**src/rtl/vrc_pkg.sv**
```systemverilog
package vrc_pkg;

    // Table size and table precision
    localparam int EXP_TABLE_DEPTH = 64;
    localparam int FRACTION_BITS   = 16;

    localparam int EXP_W  = FRACTION_BITS + 1;
    localparam int IDX_W  = $clog2(EXP_TABLE_DEPTH + 1);
    localparam int TAB_SH = 30 - FRACTION_BITS;

    // Conversion of a table value to Q1.16
    localparam int FB_DOWN = (FRACTION_BITS > 16) ? FRACTION_BITS - 16 : 0;
    localparam int FB_UP   = (FRACTION_BITS < 16) ? 16 - FRACTION_BITS : 0;
    localparam int FB_RND  = (1 << FB_DOWN) >> 1;

    // Shared multiplier
    localparam int MUL_W  = 32;
    localparam int PROD_W = 2 * MUL_W;

    localparam logic [16:0] Q_ONE   = 17'd65536;
    localparam logic [16:0] SUM_MAX = 17'd131071;
    localparam logic [15:0] OUT_MAX = 16'hFFFF;

    // Table step r = exp(-h) in Q30 from a 20-term Taylor series
    localparam logic [63:0] SER_ONE = 64'd1 << 30;
    localparam logic [63:0] SER_H   = (64'd16 * SER_ONE) / 64'(EXP_TABLE_DEPTH);
    localparam logic [63:0] SER_T1  = (SER_ONE * SER_H) / (64'd1 * SER_ONE);
    localparam logic [63:0] SER_T2  = (SER_T1 * SER_H) / (64'd2 * SER_ONE);
    localparam logic [63:0] SER_T3  = (SER_T2 * SER_H) / (64'd3 * SER_ONE);
    localparam logic [63:0] SER_T4  = (SER_T3 * SER_H) / (64'd4 * SER_ONE);
    localparam logic [63:0] SER_T5  = (SER_T4 * SER_H) / (64'd5 * SER_ONE);
    localparam logic [63:0] SER_T6  = (SER_T5 * SER_H) / (64'd6 * SER_ONE);
    localparam logic [63:0] SER_T7  = (SER_T6 * SER_H) / (64'd7 * SER_ONE);
    localparam logic [63:0] SER_T8  = (SER_T7 * SER_H) / (64'd8 * SER_ONE);
    localparam logic [63:0] SER_T9  = (SER_T8 * SER_H) / (64'd9 * SER_ONE);
    localparam logic [63:0] SER_T10 = (SER_T9 * SER_H) / (64'd10 * SER_ONE);
    localparam logic [63:0] SER_T11 = (SER_T10 * SER_H) / (64'd11 * SER_ONE);
    localparam logic [63:0] SER_T12 = (SER_T11 * SER_H) / (64'd12 * SER_ONE);
    localparam logic [63:0] SER_T13 = (SER_T12 * SER_H) / (64'd13 * SER_ONE);
    localparam logic [63:0] SER_T14 = (SER_T13 * SER_H) / (64'd14 * SER_ONE);
    localparam logic [63:0] SER_T15 = (SER_T14 * SER_H) / (64'd15 * SER_ONE);
    localparam logic [63:0] SER_T16 = (SER_T15 * SER_H) / (64'd16 * SER_ONE);
    localparam logic [63:0] SER_T17 = (SER_T16 * SER_H) / (64'd17 * SER_ONE);
    localparam logic [63:0] SER_T18 = (SER_T17 * SER_H) / (64'd18 * SER_ONE);
    localparam logic [63:0] SER_T19 = (SER_T18 * SER_H) / (64'd19 * SER_ONE);

    localparam longint SER_ACC = longint'(SER_ONE)
        - longint'(SER_T1)  + longint'(SER_T2)  - longint'(SER_T3)  + longint'(SER_T4)
        - longint'(SER_T5)  + longint'(SER_T6)  - longint'(SER_T7)  + longint'(SER_T8)
        - longint'(SER_T9)  + longint'(SER_T10) - longint'(SER_T11) + longint'(SER_T12)
        - longint'(SER_T13) + longint'(SER_T14) - longint'(SER_T15) + longint'(SER_T16)
        - longint'(SER_T17) + longint'(SER_T18) - longint'(SER_T19);

    localparam logic [63:0] SER_R = (SER_ACC < 0) ? 64'd0 : 64'(SER_ACC);

    typedef logic [EXP_W-1:0] exp_tab_t [0:EXP_TABLE_DEPTH];

    typedef struct packed {
        logic             en;
        logic [MUL_W-1:0] a;
        logic [MUL_W-1:0] b;
    } vrc_mul_req_t;

    // e[k] = exp(-16*k/DEPTH) in Q1.FRACTION_BITS, built as powers of the step r
    function automatic exp_tab_t build_exp_tab();
        logic [63:0]    e;
        exp_tab_t       tab;
        e = SER_ONE;
        for (int k = 0; k <= EXP_TABLE_DEPTH; k++) begin
            if (k > 0) begin
                e = (e * SER_R + (64'd1 << 29)) >> 30;
            end
            tab[k] = EXP_W'((e + ((64'd1 << TAB_SH) >> 1)) >> TAB_SH);
        end
        return tab;
    endfunction

    localparam exp_tab_t EXP_TAB = build_exp_tab();

endpackage

```
**src/rtl/volume_render_compositor.sv**
```systemverilog
// Channel   Dir  Handshake          Payload
// s_*       in   s_tvalid/s_tready  s_tdata: density, distance, red, green, blue, ray_index;
//                                   s_tlast: last_sample
// m_*       out  m_tvalid/m_tready  m_tdata: pixel_ray, pixel_red, pixel_green, pixel_blue
//
// After acceptance, one sample request passes through 12 sequencer steps before the next
// s_tready; eight of them issue a product to the single 32x32 registered multiplier
// (x, table position, interpolation, weight, three colors, T).
// A finished pixel sits in the output register; new samples are taken meanwhile, and the
// final step waits only when a second pixel is due before the first is taken.
// Reset (aresetn low, synchronous) sets T to 1.0 and clears the sums and output valid.
module volume_render_compositor (
    input  logic        aclk,
    input  logic        aresetn,
    input  logic        s_tvalid,
    output logic        s_tready,
    input  logic [95:0] s_tdata,   // density, distance, red, green, blue, ray_index
    input  logic        s_tlast,   // last_sample
    output logic        m_tvalid,
    input  logic        m_tready,
    output logic [63:0] m_tdata    // pixel_ray, pixel_red, pixel_green, pixel_blue
);

    localparam int EW  = vrc_pkg::EXP_W;
    localparam int IW  = vrc_pkg::IDX_W;
    localparam int PW  = vrc_pkg::PROD_W;
    localparam int MW  = vrc_pkg::MUL_W;
    localparam int LW  = EW + 17;
    localparam int TIW = EW + vrc_pkg::FB_UP + 1;

    typedef enum logic [12:0] {
        ST_IDLE = 13'b0000000000001,
        ST_X    = 13'b0000000000010,
        ST_P    = 13'b0000000000100,
        ST_LERP = 13'b0000000001000,
        ST_FRAC = 13'b0000000010000,
        ST_TI   = 13'b0000000100000,
        ST_W    = 13'b0000001000000,
        ST_WR   = 13'b0000010000000,
        ST_R    = 13'b0000100000000,
        ST_G    = 13'b0001000000000,
        ST_B    = 13'b0010000000000,
        ST_T    = 13'b0100000000000,
        ST_UPD  = 13'b1000000000000
    } state_t;

    state_t state_reg, state_next;

    // Captured sample
    logic [15:0] density_reg, distance_reg, red_reg, green_reg, blue_reg, ray_reg;
    logic        last_reg;

    // Working registers
    logic [EW-1:0] a_reg, a_next;
    logic [EW-1:0] diff_reg, diff_next;
    logic [15:0]   f_reg, f_next;
    logic          far_reg, far_next;
    logic [16:0]   ti_reg, ti_next;
    logic [16:0]   w_reg, w_next;

    // Ray state
    logic [16:0] t_reg, t_next;
    logic [16:0] sum_r_reg, sum_r_next;
    logic [16:0] sum_g_reg, sum_g_next;
    logic [16:0] sum_b_reg, sum_b_next;

    // Output register
    logic        m_valid_reg, m_valid_next;
    logic [63:0] m_data_reg, m_data_next;

    vrc_pkg::vrc_mul_req_t mul_req;
    logic [PW-1:0]         prod_reg;

    vrc_mul u_mul (
        .aclk     (aclk),
        .req      (mul_req),
        .prod_reg (prod_reg)
    );

    // Round a Q.32 product to Q.16, half up
    function automatic logic [18:0] rnd16(input logic [PW-1:0] v);
        logic [PW-1:0] s;
        s = v + PW'(32768);
        return s[34:16];
    endfunction

    // Add with saturation at the 17-bit maximum
    function automatic logic [16:0] add_sat(input logic [16:0] s, input logic [18:0] c);
        logic [19:0] t;
        t = 20'(s) + 20'(c);
        return (t > 20'(vrc_pkg::SUM_MAX)) ? vrc_pkg::SUM_MAX : t[16:0];
    endfunction

    function automatic logic [15:0] out_sat(input logic [16:0] s);
        return s[16] ? vrc_pkg::OUT_MAX : s[15:0];
    endfunction

    logic          s_acc;
    logic          upd_stall;
    logic [IW-1:0] idx_lo, idx_hi;
    logic [LW-1:0] lerp_sum;
    logic [EW-1:0] lerp;
    logic [TIW-1:0] ti_wide;
    logic [18:0]   t_rnd;
    logic [16:0]   t_new;

    assign s_tready  = (state_reg == ST_IDLE);
    assign s_acc     = s_tvalid && s_tready;
    assign upd_stall = (state_reg == ST_UPD) && last_reg && m_valid_reg && !m_tready;
    assign m_tvalid  = m_valid_reg;
    assign m_tdata   = m_data_reg;

    // Table position: p = (x*DEPTH) >> 4, index = p >> 16, fraction = p[15:0]
    assign idx_lo = far_next ? '0 : prod_reg[20 +: IW];
    assign idx_hi = idx_lo + IW'(1);

    // Interpolated value, converted to Q1.16
    assign lerp_sum = LW'(prod_reg[EW+15:0]) + LW'(32768);
    assign lerp     = lerp_sum[EW+15:16];
    assign ti_wide  = ((TIW'(a_reg - lerp) + TIW'(vrc_pkg::FB_RND)) >> vrc_pkg::FB_DOWN)
                      << vrc_pkg::FB_UP;

    assign t_rnd = rnd16(prod_reg);
    assign t_new = (t_rnd > 19'(vrc_pkg::Q_ONE)) ? vrc_pkg::Q_ONE : t_rnd[16:0];

    // Operand select for the shared multiplier
    always_comb begin
        mul_req.en = !upd_stall;
        mul_req.a  = '0;
        mul_req.b  = '0;
        case (state_reg)
            ST_X: begin
                mul_req.a = MW'(density_reg);
                mul_req.b = MW'(distance_reg);
            end
            ST_P: begin
                mul_req.a = prod_reg[MW-1:0];
                mul_req.b = MW'(vrc_pkg::EXP_TABLE_DEPTH);
            end
            ST_FRAC: begin
                mul_req.a = MW'(diff_reg);
                mul_req.b = MW'(f_reg);
            end
            ST_W: begin
                mul_req.a = MW'(t_reg);
                mul_req.b = MW'(vrc_pkg::Q_ONE - ti_reg);
            end
            ST_R: begin
                mul_req.a = MW'(w_reg);
                mul_req.b = MW'(red_reg);
            end
            ST_G: begin
                mul_req.a = MW'(w_reg);
                mul_req.b = MW'(green_reg);
            end
            ST_B: begin
                mul_req.a = MW'(w_reg);
                mul_req.b = MW'(blue_reg);
            end
            ST_T: begin
                mul_req.a = MW'(t_reg);
                mul_req.b = MW'(ti_reg);
            end
            default: begin
                mul_req.a = '0;
                mul_req.b = '0;
            end
        endcase
    end

    // Sequencer and datapath updates
    always_comb begin
        state_next   = state_reg;
        a_next       = a_reg;
        diff_next    = diff_reg;
        f_next       = f_reg;
        far_next     = far_reg;
        ti_next      = ti_reg;
        w_next       = w_reg;
        t_next       = t_reg;
        sum_r_next   = sum_r_reg;
        sum_g_next   = sum_g_reg;
        sum_b_next   = sum_b_reg;
        m_data_next  = m_data_reg;
        m_valid_next = m_valid_reg;

        // Drop the pixel once the consumer takes it
        if (m_valid_reg && m_tready) begin
            m_valid_next = 1'b0;
        end

        if (state_reg == ST_LERP) begin
            far_next = (prod_reg[PW-1:20] >= (PW-20)'(vrc_pkg::EXP_TABLE_DEPTH));
        end

        case (state_reg)
            ST_IDLE: begin
                if (s_acc) begin
                    state_next = ST_X;
                end
            end
            ST_X: state_next = ST_P;
            ST_P: state_next = ST_LERP;
            ST_LERP: begin
                a_next     = vrc_pkg::EXP_TAB[idx_lo];
                diff_next  = vrc_pkg::EXP_TAB[idx_lo] - vrc_pkg::EXP_TAB[idx_hi];
                f_next     = prod_reg[19:4];
                state_next = ST_FRAC;
            end
            ST_FRAC: state_next = ST_TI;
            ST_TI: begin
                if (far_reg) begin
                    ti_next = '0;
                end else if (ti_wide > TIW'(vrc_pkg::Q_ONE)) begin
                    ti_next = vrc_pkg::Q_ONE;
                end else begin
                    ti_next = ti_wide[16:0];
                end
                state_next = ST_W;
            end
            ST_W: state_next = ST_WR;
            ST_WR: begin
                w_next     = t_rnd[16:0];
                state_next = ST_R;
            end
            ST_R: state_next = ST_G;
            ST_G: begin
                sum_r_next = add_sat(sum_r_reg, rnd16(prod_reg));
                state_next = ST_B;
            end
            ST_B: begin
                sum_g_next = add_sat(sum_g_reg, rnd16(prod_reg));
                state_next = ST_T;
            end
            ST_T: begin
                sum_b_next = add_sat(sum_b_reg, rnd16(prod_reg));
                state_next = ST_UPD;
            end
            ST_UPD: begin
                if (!upd_stall) begin
                    state_next = ST_IDLE;
                    if (last_reg) begin
                        // Emit the pixel and restart the ray
                        m_data_next  = {out_sat(sum_b_reg), out_sat(sum_g_reg),
                                        out_sat(sum_r_reg), ray_reg};
                        m_valid_next = 1'b1;
                        t_next       = vrc_pkg::Q_ONE;
                        sum_r_next   = '0;
                        sum_g_next   = '0;
                        sum_b_next   = '0;
                    end else begin
                        t_next = t_new;
                    end
                end
            end
            default: state_next = ST_IDLE;
        endcase
    end

    always_ff @(posedge aclk) begin
        if (!aresetn) begin
            state_reg   <= ST_IDLE;
            t_reg       <= vrc_pkg::Q_ONE;
            sum_r_reg   <= '0;
            sum_g_reg   <= '0;
            sum_b_reg   <= '0;
            m_valid_reg <= 1'b0;
            far_reg     <= 1'b0;
        end else begin
            state_reg   <= state_next;
            t_reg       <= t_next;
            sum_r_reg   <= sum_r_next;
            sum_g_reg   <= sum_g_next;
            sum_b_reg   <= sum_b_next;
            m_valid_reg <= m_valid_next;
            far_reg     <= far_next;
        end
    end

    always_ff @(posedge aclk) begin
        if (s_acc) begin
            density_reg  <= s_tdata[15:0];
            distance_reg <= s_tdata[31:16];
            red_reg      <= s_tdata[47:32];
            green_reg    <= s_tdata[63:48];
            blue_reg     <= s_tdata[79:64];
            ray_reg      <= s_tdata[95:80];
            last_reg     <= s_tlast;
        end
        a_reg      <= a_next;
        diff_reg   <= diff_next;
        f_reg      <= f_next;
        ti_reg     <= ti_next;
        w_reg      <= w_next;
        m_data_reg <= m_data_next;
    end

    // A request occupies the sequencer for the following cycle
    assert property (@(posedge aclk) disable iff (!aresetn)
        s_tvalid && s_tready |=> !s_tready)
        else $error("sample accepted while sequencer busy");

    // A pixel appears only out of the final step of a last sample
    assert property (@(posedge aclk) disable iff (!aresetn)
        $rose(m_tvalid) |-> $past(state_reg == ST_UPD && last_reg))
        else $error("pixel emitted outside final step");

    // Transmittance never exceeds one
    assert property (@(posedge aclk) disable iff (!aresetn)
        t_reg <= vrc_pkg::Q_ONE)
        else $error("transmittance above one");

    // A ray restarts from T = 1 and empty red and blue sums after its pixel is loaded (green is not checked)
    assert property (@(posedge aclk) disable iff (!aresetn)
        $past(state_reg == ST_UPD && last_reg && !upd_stall) |->
            (t_reg == vrc_pkg::Q_ONE && sum_r_reg == '0 && sum_b_reg == '0))
        else $error("ray state not restarted");

endmodule

```
**src/rtl/vrc_mul.sv**
```systemverilog
module vrc_mul (
    input  logic                         aclk,
    input  vrc_pkg::vrc_mul_req_t        req,
    output logic [vrc_pkg::PROD_W-1:0]   prod_reg
);

    logic [vrc_pkg::PROD_W-1:0] prod_next;

    // Hold the last product while disabled
    always_comb begin
        prod_next = prod_reg;
        if (req.en) begin
            prod_next = vrc_pkg::PROD_W'(req.a) * vrc_pkg::PROD_W'(req.b);
        end
    end

    always_ff @(posedge aclk) begin
        prod_reg <= prod_next;
    end

endmodule
```
**config.mk**
```make
export PLATFORM = sky130hd
export DESIGN_NAME = volume_render_compositor
export DESIGN_NICKNAME = d
export VERILOG_FILES = /design/src/rtl/vrc_pkg.sv /design/src/rtl/volume_render_compositor.sv /design/src/rtl/vrc_mul.sv
export SDC_FILE = /design/constraint.sdc
export NUM_CORES = 2
export LEC_CHECK = 0
export BUFFER_PORTS_ARGS = -buffer_cell sky130_fd_sc_hd__clkbuf_2
export CORE_MARGIN = 1
export CORE_UTILIZATION = 32
export CTS_CLUSTER_SIZE = 14
export DETAILED_ROUTE_END_ITERATION = 16
export PLACE_DENSITY = 0.44
export SLEW_MARGIN = 20
export SYNTH_ARGS = -nofsm -noshare
export SYNTH_HDL_FRONTEND = slang
export SYNTH_SLANG_ARGS = --single-unit
```
**constraint.sdc**
```tcl
create_clock -name aclk -period 14.6 [get_ports aclk]
set_clock_uncertainty 0.2 [all_clocks]
set_input_delay 1.46 -clock aclk [delete_from_list [all_inputs] [get_ports aclk]]
set_output_delay 1.46 -clock aclk [all_outputs]
set_load 0.01 [all_outputs]
```
==> results.toml <==
[worst_setup_path]
reg2reg_setup_slack_ns = 3.03
path_max_fanout = 17
largest_incremental_delay_on_the_critical_path_ns = 1.05
worstPathRequired_ns = 14.71
timing.setup.critical_path_class = "reg -> reg"
timing.critical_path.arrival_ns = 11.68
critical_path.top_delay_family = "adder cells"
timing.critical_path.buf_inv = 2
crit_path_top_delay_cell = "nor2_1"
most_common_cell_on_crit_path = "fa_1"
critPathCaptureType = "register"
critPathLaunchType = "register"

[floorplan]
die_h_um = 381
placeableCoreArea_um2 = 142000
floorplan.die_area_um2 = 145000
number_of_placement_rows = 138
floorplan.die.width_um = 381
boundaryPins = 167
initial_core_utilization_pct = 32.3

[outcome]
outcome = "finished, final reports clean"

[global_route]
antenna_violations_before_repair = 6
grt_first_pass_wirelength_um = 218000
via_count_of_the_first_global_routing_pass = 33750
grt_overflow_total = 0
grtUsageTotal_pct = 19.8
grt_max_degree = 80

[logic_synthesis]
syn_inst = 4524
synth.ff_latch_count = 392
synth_warnings = 0
synth-async-reset-ratio_pct = 0
yosys_most_used_dff = "edfxtp_1"
syn_area_um2 = 45900
ys_seq_area_share_pct = 23.8
count_of_cell_types_in_the_netlist = 84
postSynthAreaPerCell_um2 = 10.1
post_synth_edffs = 309

[run]
maxCapViolations = 0

[timing]
grt_setup_unrepaired = "false"
hold_viol = 0
min_period_ns = 11.57
fmax_ghz = 0.0864
min_period_over_period_pct = 79.2
tightest_slew_ns = 1.15
fin_tns_setup_ns = 0
report.final.setup_viol = 0
drv_slew = 0
timing.max_slew.rel_slack_pct = 21.9

[clock_network]
clock_tree_from_tritoncts = "built"
clk_transition_reported_paths_ns = 0.06
clk-insertion-delay-late_ns = 0.61
cts_sinks = 392
cts_hold_buf = 0
clock_tree.root_cell = "clkbuf_16"
cts_post_setup_buffers_inserted = 0
cts-htree-levels = 2
cts_made_buffers = 44
ctsLongestPathBuffers = 3
cts_resizes = 0

[layout]
syn2layout_area_growth_pct = 12.9
design.final.nets = 6162
utilization_pct = 36.5
final_layout_size_suffix_gt1_share_pct = 8.60
number_of_non_filler_instances_in_the_completed_layout = 6878

[routing]
drt-wirelength-per-cell_um = 20.8
ant_nets = 0
drt_drc_violations_left = 0
dr.first_iter.drc_count = 2423
detail_route.vias_per_cell = 4.84
drtPass1Iterations = 5
routed-via-count = 33269
wl_um = 143000

[placed_design]
dp_hpwl_um = 118000
numPortBuffers = 166
globalplace.congestion = 0.899
dpl.cell_count = 6796

[worst_hold_path]
hold_path.class = "reg -> reg"
[worst paths after layout]
path / startpoint / endpoint / depth (start not counted)
worst max-delay path: state_reg[0] / u_mul.prod_reg[49] / 25
worst min-delay path: ray_reg[9] / m_tdata[9] / 0
worst max register to register: state_reg[0] / u_mul.prod_reg[49] / 25
worst min register to register: ray_reg[9] / m_tdata[9] / 0
[through the flow]
stage,setup slack [ns],area (um^2),hold slack [ns]
after floorplan,4.81,47000,0.200
after global routing,2.37,51800,0.222
final,3.03,51800,0.217
after detailed placement,3.14,50300,0.205
after CTS,3.10,51800,0.220
after global placement,3.28,50200,0.200
[logic make-up after synthesis]
| logic type | after synthesis | synth area share (%) |
|---|---|---|
| AO/OA/AOI/OAI | 779 | 11.1 |
| other | 2 | 0.0164 |
| adder cells (fa/ha/maj) | 1109 | 42.4 |
| flip-flops | 392 | 23.8 |
| buffers and inverters | 1036 | 8.52 |
| multiplexers | 15 | 0.365 |
| XOR/XNOR | 172 | 3.28 |
| AND/OR/NAND/NOR | 1019 | 10.5 |
[area by class of cell]
class	instances	area, um^2
diodes	2	5.00
clock buffers	55	1210
clock inverters	25	307
fillers	14550	90100
inverters	886	3330
multi-input cells	3385	32200
flip-flops and latches	392	10900
well taps	1890	2360
repair buffers	243	1420
[worst register-to-register path: stages, from the launching register on]
cell and delay, ns:
dfxtp_1 0.34, nor4_1 0.65, nand4_1 0.19, nor3_1 0.28, and3b_1 0.70, nand3_1 0.94, nor2_1 1.07, fa_1 0.69
inv_1 0.14, fa_1 0.39, inv_1 0.12, fa_1 0.47, fa_1 0.43, fa_1 0.54, fa_1 0.44, fa_1 0.52
fa_1 0.42, ha_1 0.41, a21oi_1 0.31, o21ai_0 0.18, a2111oi_0 0.57, and2_1 0.23, nand3_1 0.11, a21oi_1 0.43
o21ai_0 0.32, xor2_1 0.21
[Yosys cell counts, types with 25 or more instances]
master / number / area (um^2)
xor2_1: 74 / 648
nand4_1: 42 / 263
a22oi_1: 47 / 353
a211oi_1: 59 / 443
nand3_1: 47 / 235
nor2_1: 317 / 1190
xnor2_1: 98 / 858
dfxtp_1: 83 / 1660
fa_1: 741 / 14800
ha_1: 368 / 4600
nor3_1: 48 / 240
nor4_1: 25 / 156
nand2_1: 305 / 1140
a21o_1: 68 / 510
inv_1: 881 / 3310
or2_2: 67 / 419
and2_1: 29 / 181
edfxtp_1: 309 / 9280
o21ai_0: 145 / 726
and3_1: 27 / 169
a21oi_1: 226 / 1130
clkbuf_1: 135 / 507
[layout by cell type (no fill, tap or decap), drive strengths merged, types with 20 or more instances in the layout]
master,count
dfxtp,83
fa,741
nor4,25
and3,27
and2,29
ha,368
inv,886
conb,291
nand4,42
o21ai,147
nand3,47
a21oi,227
nor2b,20
o211ai,23
a22oi,47
or3,21
xnor2,98
buf,77
nand2b,25
nand2,305
xor2,74
a211oi,59
edfxtp,309
a221oi,24
a31oi,23
a21o,68
nor3,48
clkbuf,221
nor2,317
or2,67
[layer usage]
| metal | GRT usage (%) | up-vias | routed length, um |
|---|---|---|---|
| met5 | 0 | - | 0 |
| met4 | 3.00 | 0 | 2020 |
| met3 | 1.90 | 106 | 7140 |
| met2 | 32.7 | 844 | 67900 |
| met1 | 28.6 | 16855 | 65700 |
| li1 | - | 15464 | - |
Power is not shown: default switching activity piles up to over one toggle a cycle in this logic, so the estimate is an artifact.
